--- src/hw/rtl/cdeq_pkg.sv ---
package cdeq_pkg;

    localparam int DEPTH_DEFAULT = 8;
    localparam int WORD_W = 32;
    localparam int OPCODE_W = 2;
    localparam int STATUS_W = 2;
    localparam int FILL_W = 4;

    localparam logic [OPCODE_W-1:0] OP_INSERT_REAR = 2'd0;
    localparam logic [OPCODE_W-1:0] OP_REMOVE_REAR = 2'd1;
    localparam logic [OPCODE_W-1:0] OP_INSERT_FRONT = 2'd2;
    localparam logic [OPCODE_W-1:0] OP_REMOVE_FRONT = 2'd3;

    localparam logic [STATUS_W-1:0] ST_DONE = 2'd0;
    localparam logic [STATUS_W-1:0] ST_FULL = 2'd1;
    localparam logic [STATUS_W-1:0] ST_EMPTY = 2'd2;

    typedef struct packed {
        logic push_front;
        logic pop_front;
        logic push_rear;
        logic pop_rear;
    } cdeq_ctrl_t;

endpackage

--- src/hw/rtl/cdeq_cell.sv ---
module cdeq_cell
(
    input  logic                              clk,
    input  logic                              rst_n,
    input  cdeq_pkg::cdeq_ctrl_t              ctrl,
    input  logic [cdeq_pkg::WORD_W-1:0]       value_in,
    input  logic                              left_valid,
    input  logic [cdeq_pkg::WORD_W-1:0]       left_data,
    input  logic                              right_valid,
    input  logic [cdeq_pkg::WORD_W-1:0]       right_data,
    output logic                              valid,
    output logic [cdeq_pkg::WORD_W-1:0]       data,
    output logic [cdeq_pkg::WORD_W-1:0]       rear_tap
);

    logic                          valid_reg;
    logic                          valid_next;
    logic [cdeq_pkg::WORD_W-1:0]   data_reg;
    logic [cdeq_pkg::WORD_W-1:0]   data_next;
    logic                          is_rear;

    assign is_rear = valid_reg && !right_valid;

    always_comb
    begin
        valid_next = valid_reg;
        data_next = data_reg;
        if (ctrl.push_front)
        begin
            valid_next = left_valid;
            data_next = left_data;
        end
        else if (ctrl.pop_front)
        begin
            valid_next = right_valid;
            data_next = right_data;
        end
        else if (ctrl.push_rear)
        begin
            if (!valid_reg && left_valid)
            begin
                valid_next = 1'b1;
                data_next = value_in;
            end
        end
        else if (ctrl.pop_rear)
        begin
            if (is_rear)
            begin
                valid_next = 1'b0;
            end
        end
    end

    always_ff @(posedge clk or negedge rst_n)
    begin
        if (!rst_n)
        begin
            valid_reg <= 1'b0;
        end
        else
        begin
            valid_reg <= valid_next;
        end
    end

    always_ff @(posedge clk)
    begin
        data_reg <= data_next;
    end

    assign valid = valid_reg;
    assign data = data_reg;
    assign rear_tap = data_reg & {cdeq_pkg::WORD_W{is_rear}};

endmodule

--- src/hw/rtl/circular_double_ended_queue_core.sv ---
// each accepted word's result word is registered in the output register
// throughput: one word per cycle while the result side keeps taking words
// the front is always the first cell of the chain, the rear is the last occupied cell
// reset clears the occupancy count, every cell's valid bit and the output valid
// stored data words are not cleared; no clearing pass is needed after reset
module circular_double_ended_queue_core
#(
    parameter int DEPTH = cdeq_pkg::DEPTH_DEFAULT
)
(
    input  logic                                clk,
    input  logic                                rst_n,
    input  logic                                in_valid,
    output logic                                in_ready,
    input  logic [cdeq_pkg::OPCODE_W-1:0]       opcode,
    input  logic signed [cdeq_pkg::WORD_W-1:0]  value_in,
    output logic                                out_valid,
    input  logic                                out_ready,
    output logic signed [cdeq_pkg::WORD_W-1:0]  value_out,
    output logic [cdeq_pkg::STATUS_W-1:0]       status,
    output logic [cdeq_pkg::FILL_W-1:0]         fill_level,
    output logic                                now_empty,
    output logic                                now_full
);

    localparam int OCC_W = $clog2(DEPTH + 1);
    localparam int W = cdeq_pkg::WORD_W;

    logic                         in_fire;
    logic                         is_insert;
    logic                         is_front;
    logic                         q_empty;
    logic                         q_full;
    logic                         rejected;
    cdeq_pkg::cdeq_ctrl_t         ctrl;

    logic [OCC_W-1:0]             occ_reg;
    logic [OCC_W-1:0]             occ_next;
    logic                         out_valid_reg;
    logic [W-1:0]                 value_reg;
    logic [W-1:0]                 value_next;
    logic [cdeq_pkg::STATUS_W-1:0] status_reg;
    logic [cdeq_pkg::STATUS_W-1:0] status_next;
    logic [OCC_W+cdeq_pkg::FILL_W-1:0] occ_ext;

    logic [DEPTH-1:0]             cell_valid;
    logic [W-1:0]                 cell_data [DEPTH];
    logic [W-1:0]                 cell_tap [DEPTH];
    logic [W-1:0]                 rear_data;

    assign in_ready = !out_valid_reg || out_ready;
    assign in_fire = in_valid && in_ready;
    assign is_insert = (opcode == cdeq_pkg::OP_INSERT_REAR)
                    || (opcode == cdeq_pkg::OP_INSERT_FRONT);
    assign is_front = (opcode == cdeq_pkg::OP_INSERT_FRONT)
                   || (opcode == cdeq_pkg::OP_REMOVE_FRONT);
    assign q_empty = (occ_reg == '0);
    assign q_full = (occ_reg == OCC_W'(DEPTH));
    assign rejected = is_insert ? q_full : q_empty;

    always_comb
    begin
        ctrl = '0;
        if (in_fire && !rejected)
        begin
            case (opcode)
                cdeq_pkg::OP_INSERT_REAR:  ctrl.push_rear = 1'b1;
                cdeq_pkg::OP_REMOVE_REAR:  ctrl.pop_rear = 1'b1;
                cdeq_pkg::OP_INSERT_FRONT: ctrl.push_front = 1'b1;
                cdeq_pkg::OP_REMOVE_FRONT: ctrl.pop_front = 1'b1;
                default:                   ctrl = '0;
            endcase
        end
    end

    genvar gi;
    generate
        for (gi = 0; gi < DEPTH; gi++)
        begin : g_cell
            logic         lv;
            logic [W-1:0] ld;
            logic         rv;
            logic [W-1:0] rd;
            if (gi == 0)
            begin : g_first
                assign lv = 1'b1;
                assign ld = value_in;
            end
            else
            begin : g_mid_l
                assign lv = cell_valid[gi-1];
                assign ld = cell_data[gi-1];
            end
            if (gi == DEPTH - 1)
            begin : g_last
                assign rv = 1'b0;
                assign rd = '0;
            end
            else
            begin : g_mid_r
                assign rv = cell_valid[gi+1];
                assign rd = cell_data[gi+1];
            end
            cdeq_cell u_cell
            (
                .clk         (clk),
                .rst_n       (rst_n),
                .ctrl        (ctrl),
                .value_in    (value_in),
                .left_valid  (lv),
                .left_data   (ld),
                .right_valid (rv),
                .right_data  (rd),
                .valid       (cell_valid[gi]),
                .data        (cell_data[gi]),
                .rear_tap    (cell_tap[gi])
            );
        end
    endgenerate

    always_comb
    begin
        rear_data = '0;
        for (int i = 0; i < DEPTH; i++)
        begin
            rear_data = rear_data | cell_tap[i];
        end
    end

    always_comb
    begin
        occ_next = occ_reg;
        value_next = '0;
        status_next = cdeq_pkg::ST_DONE;
        if (rejected)
        begin
            status_next = is_insert ? cdeq_pkg::ST_FULL : cdeq_pkg::ST_EMPTY;
        end
        else if (is_insert)
        begin
            occ_next = occ_reg + OCC_W'(1);
        end
        else
        begin
            occ_next = occ_reg - OCC_W'(1);
            value_next = is_front ? cell_data[0] : rear_data;
        end
    end

    always_ff @(posedge clk or negedge rst_n)
    begin
        if (!rst_n)
        begin
            occ_reg <= '0;
            out_valid_reg <= 1'b0;
        end
        else
        begin
            if (in_fire)
            begin
                occ_reg <= occ_next;
                out_valid_reg <= 1'b1;
            end
            else if (out_ready)
            begin
                out_valid_reg <= 1'b0;
            end
        end
    end

    always_ff @(posedge clk)
    begin
        if (in_fire)
        begin
            value_reg <= value_next;
            status_reg <= status_next;
        end
    end

    assign occ_ext = {{cdeq_pkg::FILL_W{1'b0}}, occ_reg};
    assign out_valid = out_valid_reg;
    assign value_out = value_reg;
    assign status = status_reg;
    assign fill_level = occ_ext[cdeq_pkg::FILL_W-1:0];
    assign now_empty = (occ_reg == '0);
    assign now_full = (occ_reg == OCC_W'(DEPTH));

    a_occ_bound: assert property (@(posedge clk) disable iff (!rst_n)
        occ_reg <= OCC_W'(DEPTH))
        else $error("occupancy above depth");

    a_valid_count: assert property (@(posedge clk) disable iff (!rst_n)
        $countones(cell_valid) == int'(occ_reg))
        else $error("cell valid bits disagree with occupancy");

    a_front_valid: assert property (@(posedge clk) disable iff (!rst_n)
        cell_valid[0] == (occ_reg != '0))
        else $error("front cell valid disagrees with occupancy");

    a_fire_result: assert property (@(posedge clk) disable iff (!rst_n)
        in_fire |=> out_valid_reg)
        else $error("accepted word produced no result");

    a_full_status: assert property (@(posedge clk) disable iff (!rst_n)
        (out_valid_reg && status_reg == cdeq_pkg::ST_FULL) |-> now_full)
        else $error("full rejection while not full");

endmodule

--- config.mk ---
export PLATFORM = sky130hd
export DESIGN_NAME = circular_double_ended_queue_core
export DESIGN_NICKNAME = d
export VERILOG_FILES = /design/src/hw/rtl/cdeq_pkg.sv /design/src/hw/rtl/cdeq_cell.sv /design/src/hw/rtl/circular_double_ended_queue_core.sv
export SDC_FILE = /design/constraint.sdc
export NUM_CORES = 1
export LEC_CHECK = 0
export BUFFER_PORTS_ARGS = -buffer_cell sky130_fd_sc_hd__buf_2
export CORE_MARGIN = 2
export CORE_UTILIZATION = 57
export DETAILED_ROUTE_END_ITERATION = 6
export PLACE_DENSITY = 0.86
export SKIP_LAST_GASP = 1
export SYNTH_ARGS = -nofsm -noshare
export SYNTH_HDL_FRONTEND = slang
export SYNTH_HIERARCHICAL = 1
export SYNTH_SLANG_ARGS = --single-unit
--- constraint.sdc ---
create_clock -name clk -period 5.6 [get_ports clk]
set_input_delay 1.12 -clock clk [delete_from_list [all_inputs] [get_ports clk]]
set_output_delay 1.12 -clock clk [all_outputs]
set_load 0.01 [all_outputs]
; Word level (Yosys, flattened, before mapping)
; Cells that the tools add are included.
[word_totals]
output_inout_bits = 42
mem_bits_rw = 0
ff_bits = 303
word_cells = 197
mem_count = 0
mem_bits_ro = 0
latch_bits = 0
[op_classes]
n_eq_ne = 12
n_addsub = 2
bitwise_logic = 16
multipliers = 0
order_cmp = 0
shift = 0
div = 0
reduce_logical = 58
n_mux = 89
[op_table]
columns = operator, n
row1 = 2-to-1 mux 32 bit, 33
row2 = bitwise AND 32 bit, 8
row3 = OR 32 bit, 7
row4 = 2-to-1 mux 1 bit, 53
row5 = nonzero test 4 bit, 8
row6 = "inequality test 4 x 1 -> 1 bit, second input constant", 7
row7 = nonzero test 3 bit, 8
row8 = AND reduction 2 bit, 11
row9 = AND reduction 3 bit, 6
row10 = logical AND 1 bit, 9
row11 = zero test 1 bit, 9
row12 = 2-to-1 mux 4 bit, 2
row13 = "adder 4 x 1 -> 4 bit, second input constant", 1
row14 = "== test 2 bit, second input constant", 2
row15 = "== test 4 bit, second input constant", 1
row16 = zero test 4 bit, 1
row17 = "subtractor 4 x 1 -> 4 bit, second input constant", 1
row18 = logical OR 1 bit, 3
row19 = "inequality test 3 bit, second input constant", 1
row20 = "== test 2 x 1 -> 1 bit, second input constant", 1
row21 = zero test 2 bit, 1
row22 = 2-to-1 mux 2 bit, 1
row23 = nonzero test 2 bit, 1
row24 = OR reduction 2 bit, 1
row25 = NOT 1 bit, 1

; Logic depth before layout (Yosys ltp)
; Gate-level depths: netlist of the first run.
[logic_depth]
depth_word = 11
ltp_mapped = 8
depth_no_buf = 7

; Modules after synthesis
; Netlist of the first run, hierarchy kept.
[modules_own_cells]
columns = module, cells_per_inst, area_each_um2, n_inst, seq_area_each_um2
row1 = cdeq_cell, 185, 1984.4, 8, 985.9
row2 = circular_double_ended_queue_core, 251, 2402.3, 1, 1146.1

; Worst setup path after synthesis of the first run
; No wires, ideal clock.
[synth_timing]
kind = input-to-reg
start = input opcode[1] (netlist bit)
end = register g_cell[0].u_cell.data_reg, in the netlist g_cell[0].u_cell/data[0] (enable)
setup_slack_ns = -0.754
t_required_ns = 5.134
arrival_ns = 5.888
n_path_buf = 2
stages = 5
path_cell_list = clkbuf_1 > clkbuf_1 > nor3b_1 > nor2_4 > o21ai_0
[synth_rtl]
columns = element, line
row1 = from (decl), circular_double_ended_queue_core.sv:15  ; input logic [cdeq_pkg::OPCODE_W-1:0] opcode,
row2 = to (signal assigned), cdeq_cell.sv:69  ; data_reg <= data_next;
row3 = to (decl), cdeq_cell.sv:18  ; logic [cdeq_pkg::WORD_W-1:0] data_reg;

; Worst setup path after layout of the first run
[layout_timing]
start = input out_ready
end = output in_ready
[layout_via]
elab_chain_len = 1
[layout_rtl]
columns = element, line
row1 = from (decl), circular_double_ended_queue_core.sv:18  ; input logic out_ready,
row2 = logical OR 1 bit, circular_double_ended_queue_core.sv:51  ; assign in_ready = !out_valid_reg || out_ready;
row3 = to (decl), circular_double_ended_queue_core.sv:14  ; output logic in_ready,
; Every way passes these cells.

==> results of run 1 <==
==> through the flow <==
step / std cells / power, µW
after floorplan: 1766 / 4060
after global placement: 2149 / 4440
after detailed placement: 2149 / 4500
after CTS: 2211 / 6920
after global routing: 2212 / 7170
final: 2213 / 6920
==> area by class of cell <==
class	instances	area (µm²)	area share
multi-input cells	1334	8530	0.427
clock inverters	22	323	0.0162
inverters	4	15.0	0.000752
well taps	402	503	0.0252
diodes	2	5.00	0.000251
repair buffers	106	686	0.0343
flip-flops and latches	303	9030	0.452
clock buffers	40	873	0.0437
==> how the worst min path moves through the flow <==
stage,end,from,depth (start not counted)
after global placement,g_cell[1].u_cell/data[9]$_DFFE_PP_,g_cell[0].u_cell/data[9]$_DFFE_PP_,2
after CTS,g_cell[5].u_cell/valid$_DFFE_PN0P_,rst_n,1
after detailed placement,g_cell[1].u_cell/data[11]$_DFFE_PP_,g_cell[0].u_cell/data[11]$_DFFE_PP_,2
after floorplan,g_cell[2].u_cell/data[29]$_DFFE_PP_,g_cell[1].u_cell/data[29]$_DFFE_PP_,2
final,g_cell[2].u_cell/valid$_DFFE_PN0P_,rst_n,1
after global routing,g_cell[5].u_cell/valid$_DFFE_PN0P_,rst_n,1
==> layer usage <==
metal  GRT usage  part of all wire  up-vias
met5           0           0.00029        -
met1       0.372              0.43     6532
met4      0.0973             0.030        2
met2       0.416              0.46      620
met3      0.0379             0.075      102
li1            -                 -     6294
==> critical path, delay by kind of cell <==
family	cells	cell delay [ps]
AND/OR/NAND/NOR	1	420
buffers and inverters	3	530
==> synthesized netlist by cell type, types with 2 or more instances <==
master     number
clkbuf_1       23
mux2_4          8
edfxtp_1      290
conb_1          2
buf_6          16
dfrtp_1        13
nand4bb_1       8
o211ai_2        8
nor2b_1         2
nor3b_1         3
nor2_4          8
nor2_1          4
a21oi_1        32
a21o_1         32
inv_1           4
buf_4          11
o21ai_0       266
nand2_1       305
mux2i_1       264
buf_2          26
and2_1        257
buf_8          24
clkbuf_2       24
o21ai_1         8
nor4_1         64
nor3_1          2
and2b_1         8
==> power groups by stage <==
stage	sequential (µW)	combinational, µW	clock [µW]
2_1_floorplan	3030	1030	0
3_5_place_dp	3050	1450	0
3_3_place_gp	3040	1400	0
4_1_cts	3010	1470	2440
5_1_grt	3050	1600	2520
6_report	3020	1480	2420
==> cells by family (layout without fill, tap and decap cells) <==
| kind of cell | count (synthesis) | in the layout | share of synthesized area |
|---|---|---|---|
| buffers and inverters | 129 | 172 | 0.0535 |
| xor gates and xnor gates | 2 | 2 | 0.000959 |
| DFF | 303 | 303 | 0.494 |
| adders and majority gates | 1 | 1 | 0.000684 |
| muxes | 273 | 273 | 0.152 |
| other | 2 | 39 | 0.000411 |
| and+or+nand+nor | 666 | 666 | 0.191 |
| AOI/OAI and AO/OA | 355 | 355 | 0.107 |
==> metrics, run 1 <==
status finished, final reports clean; Final Cell Area 0.0200 mm²; Synth top area share 0.476; area delta synth->final 9.25%; Max Cap Viol 0; Main synth FF type edfxtp_1; share of layout cells above drive strength 1 0.108; Wirelength per Cell 20.2 µm; worst setup margin 2410 ps; number of placement rows 65; reg-to-reg endpoint g_cell[2].u_cell/data[11]$_DFFE_PP_; initial core utilization 0.579; Critical-path top delay cell nor2b_1; crit path from out_ready; CTS tree built; net switching power figure 2060 µW; Worst VDD drop 0.260 mV; synthesized instance count 1,731; setup_tns 0 ps; core box area 0.0316 mm²; Skew-Pair Late Insertion Delay 530 ps; hpwl dp 25,400 µm; GP Congestion 0.812; max reg flops 256; largest net degree at the start of global routing 315; Slew Limit Fails 0; most common cell after layout, fill and taps aside nand2_1; CTS buffer count 34; main area contributors after synthesis edfxtp_1 48%, mux2i_1 14%, and2_1 8.8%, o21ai_0 7.3%, nand2_1 6.3%; CP Launch Type primary input; Place WS 1930 ps; logic gate share of total power 0.215; CP peak stage delay 420 ps; Top-Level Pins 80; CTS max path bufs 3; Final Skew 29.2 ps; Vias/cell 6.12; DIE WIDTH 183 µm; Final Setup Violations 0; Die ar. 0.0335 mm²; leakage 0.00658 µW; sequential share of power 0.436; Seq cells post-synth 303; router iterations before antenna repair 6; Setup Buffers After CTS 0; hold_ws 497 ps; crit-path most repeated cell buf_2; fmax 0.313 GHz; post-synth top area cell edfxtp_1; Crit Path Max Fanout 7; Critical Path Sink in_ready; Post-synth EDFFs 290; Critical Path RT 4480 ps; reg-to-reg setup timing slack 2740 ps; vias in the first global route 13,000; CP Class primary input to output port; vias 13,600; DRC viols 0; Critical Path, Cell by Cell buf_2 -> nor2b_1 -> inv_1 -> buf_2; die height 183 µm; period utilisation layout 0.570; CTS Sinks 303; placed cell area 0.0188 mm²; post-cts resize count 0; Async S/R FF share, synth 0.0429; P per Cell Area 347 mW/mm²; setup repair after global routing missed its margin false; worst hold-check path type primary input to asynchronous set/reset pin; global-route wire length before repair 69,900 µm; Worst-path clk slew 60 ps; Nets 1,822; Post-CTS Hold Fix Bufs 0; fin crit period 3190 ps; grt ovf 0; initial antenna violation count 3; yosys warns 6; measured slew at the worst slew-check pin 1170 ps; P_int 4860 µW; IO Port Bufs 79; final hold vios 0; # fillers 2,389; H-tree depth 2; Post-Syn Area 0.0183 mm²; worst r2r src fill_level[3]$_DFFE_PN0P_; Util after Layout 0.633; Clock Root Buffer clkbuf_16; clock share of power 0.349; Worst Reg-to-Reg Cells 7; Iter 0 DRT Violations 1,745; switching share of power 0.298; slew margin rel. 0.217; CP Data Arrival Time 2070 ps; GR Util All Layers 0.263; number of nets with antenna violations after routing 0; WL final 44,800 µm; synthesized area per cell 10.6 µm²; post-synthesis sequential area ratio 0.494; library cells used by synthesis 46; Worst setup EP type output port; most frequent cells in the layout 305 x nand2_1, 290 x edfxtp_1, 264 x mux2i_1, 258 x o21ai_0, 257 x and2_1
(Power assumes the default switching activity.)
==> inputs of run 2 (changes only) <==
==> constraint.sdc (replaced) <==
create_clock -name clk -period 2.7 [get_ports clk]
set_input_delay 0.54 -clock clk [delete_from_list [all_inputs] [get_ports clk]]
set_output_delay 0.54 -clock clk [all_outputs]
set_load 0.01 [all_outputs]
==> run 2 against run 1 <==
Effect of this change: critical path depth is the same; flip-flop and latch count is the same; combinational power up 130%; critical endpoint is now now_full; largest cell class unchanged.
==> metrics, run 2 (same netlist as run 1, synthesis figures left out) <==
status finished, final reports clean; Slew Limit Fails 0; grt ovf 0; DIE WIDTH 183 µm; fmax 0.418 GHz; IO Port Bufs 79; measured slew at the worst slew-check pin 855 ps; CTS max path bufs 3; router iterations before antenna repair 5; sequential cell area 0.00903 mm²; hold depth 4; most frequent cells in the layout 305 x nand2_1, 290 x edfxtp_1, 264 x mux2i_1, 257 x and2_1, 232 x o21ai_1; post-cts resize count 0; multi-input logic area 0.00855 mm²; most common cell after layout, fill and taps aside nand2_1; Final Cell Area 0.0206 mm²; number of nets with antenna violations after routing 0; initial core utilization 0.579; Nets 1,872; CTS buffer count 35; CP Launch Type flip-flop; Die ar. 0.0335 mm²; # fillers 2,377; Worst VDD drop 0.516 mV; Vias/cell 6.10; worst setup margin 308 ps; Worst setup EP type output port; P per Cell Area 684 mW/mm²; Final Setup Violations 0; core box area 0.0316 mm²; placed cell area 0.0195 mm²; share of layout cells above drive strength 1 0.131; vias 13,800; Max Used Layer met4; Max Cap Viol 0; Hold Path Origin out_ready; routed length on met2 22,000 µm; Worst-path clk slew 50 ps; GR Util All Layers 0.274; Crit Path Max Fanout 8; WL final 46,000 µm; Critical Path RT 2160 ps; Skew-Pair Late Insertion Delay 520 ps; H-tree depth 2; period utilisation layout 0.886; hpwl dp 27,300 µm; die height 183 µm; area delta synth->final 12.5%; worst hold-check path type primary input to flip-flop; Worst Reg-to-Reg Cells 6; setup_tns 0 ps; Top-Level Pins 80; reg-to-reg endpoint value_out[15]$_SDFFCE_PP0N_; worst r2r src g_cell[5].u_cell/valid$_DFFE_PN0P_; met1 wire length 18,400 µm; CTS Sinks 303; setup repair after global routing missed its margin false; vias in the first global route 13,600; dpl cells 2,197; Final Skew 20.2 ps; number of placement rows 65; reg-to-reg setup timing slack 430 ps; met3 wire length 3960 µm; hold_ws 333 ps; Wirelength per Cell 20.3 µm; largest net degree at the start of global routing 65; Clock Root Buffer clkbuf_16; leakage 0.00691 µW; DRC viols 0; global-route wire length before repair 72,400 µm; fin crit period 2390 ps; max reg flops 256; Place WS 301 ps; slew margin rel. 0.430; final hold vios 0; GP Congestion 0.809; CP Data Arrival Time 1850 ps; initial antenna violation count 2; Hold Path End out_valid$_DFFE_PN0P_; CTS tree built; CP Class flip-flop to output port; Final Non-Filler Cells 2,261; Iter 0 DRT Violations 1,401
[run 2: repair_timing]
item / 4_1_cts / 5_1_grt
buffers inserted: 0 / 0
hold endpoints to repair: 13 / 0
hold buffers: 1 / 0
[run 2: layer usage]
layer	global-route usage	vias up
met5	0	-
met4	0.105	0
met3	0.0401	111
met2	0.449	621
met1	0.370	6640
li1	-	6418
[run 2: worst max path at each step]
stage,from,end,slack (ps),cells after the start
after global placement,in_valid,g_cell[0].u_cell/valid$_DFFE_PN0P_,380,8
final,fill_level[3]$_DFFE_PN0P_,now_full,310,4
after CTS,fill_level[3]$_DFFE_PN0P_,now_full,280,4
after global routing,fill_level[3]$_DFFE_PN0P_,now_full,240,4
after detailed placement,in_valid,g_cell[0].u_cell/data[14]$_DFFE_PP_,300,8
after floorplan,fill_level[3]$_DFFE_PN0P_,g_cell[0].u_cell/data[0]$_DFFE_PP_,-130,6
[run 2: layout make-up]
type                       count  share of cell area
antenna                        3            0.000365
clock buffer                  42              0.0439
clock inverter                18             0.00639
inverter                       4            0.000731
multi-input combinational   1334               0.416
sequential                   303               0.440
tap                          402              0.0245
timing repair buffer         155              0.0684
[run 2: worst max-delay path, cell delays in order, from the launching register on]
cell	delay, ps
dfrtp_1	440
buf_4	210
or4b_1	500
inv_1	70
buf_2	120
[run 2: per-stage QoR]
| stage | power (µW) | util |
|---|---|---|
| 6_report | 14100 | 0.651 |
| 2_1_floorplan | 8530 | - |
| 3_3_place_gp | 9560 | 0.618 |
| 5_1_grt | 14600 | 0.651 |
| 4_1_cts | 14100 | 0.651 |
| 3_5_place_dp | 9700 | 0.618 |
[run 2: power breakdown]
part	internal, µW	switching, µW
Sequential	5860	371
Combinational	1430	2010
Clock	2480	1900
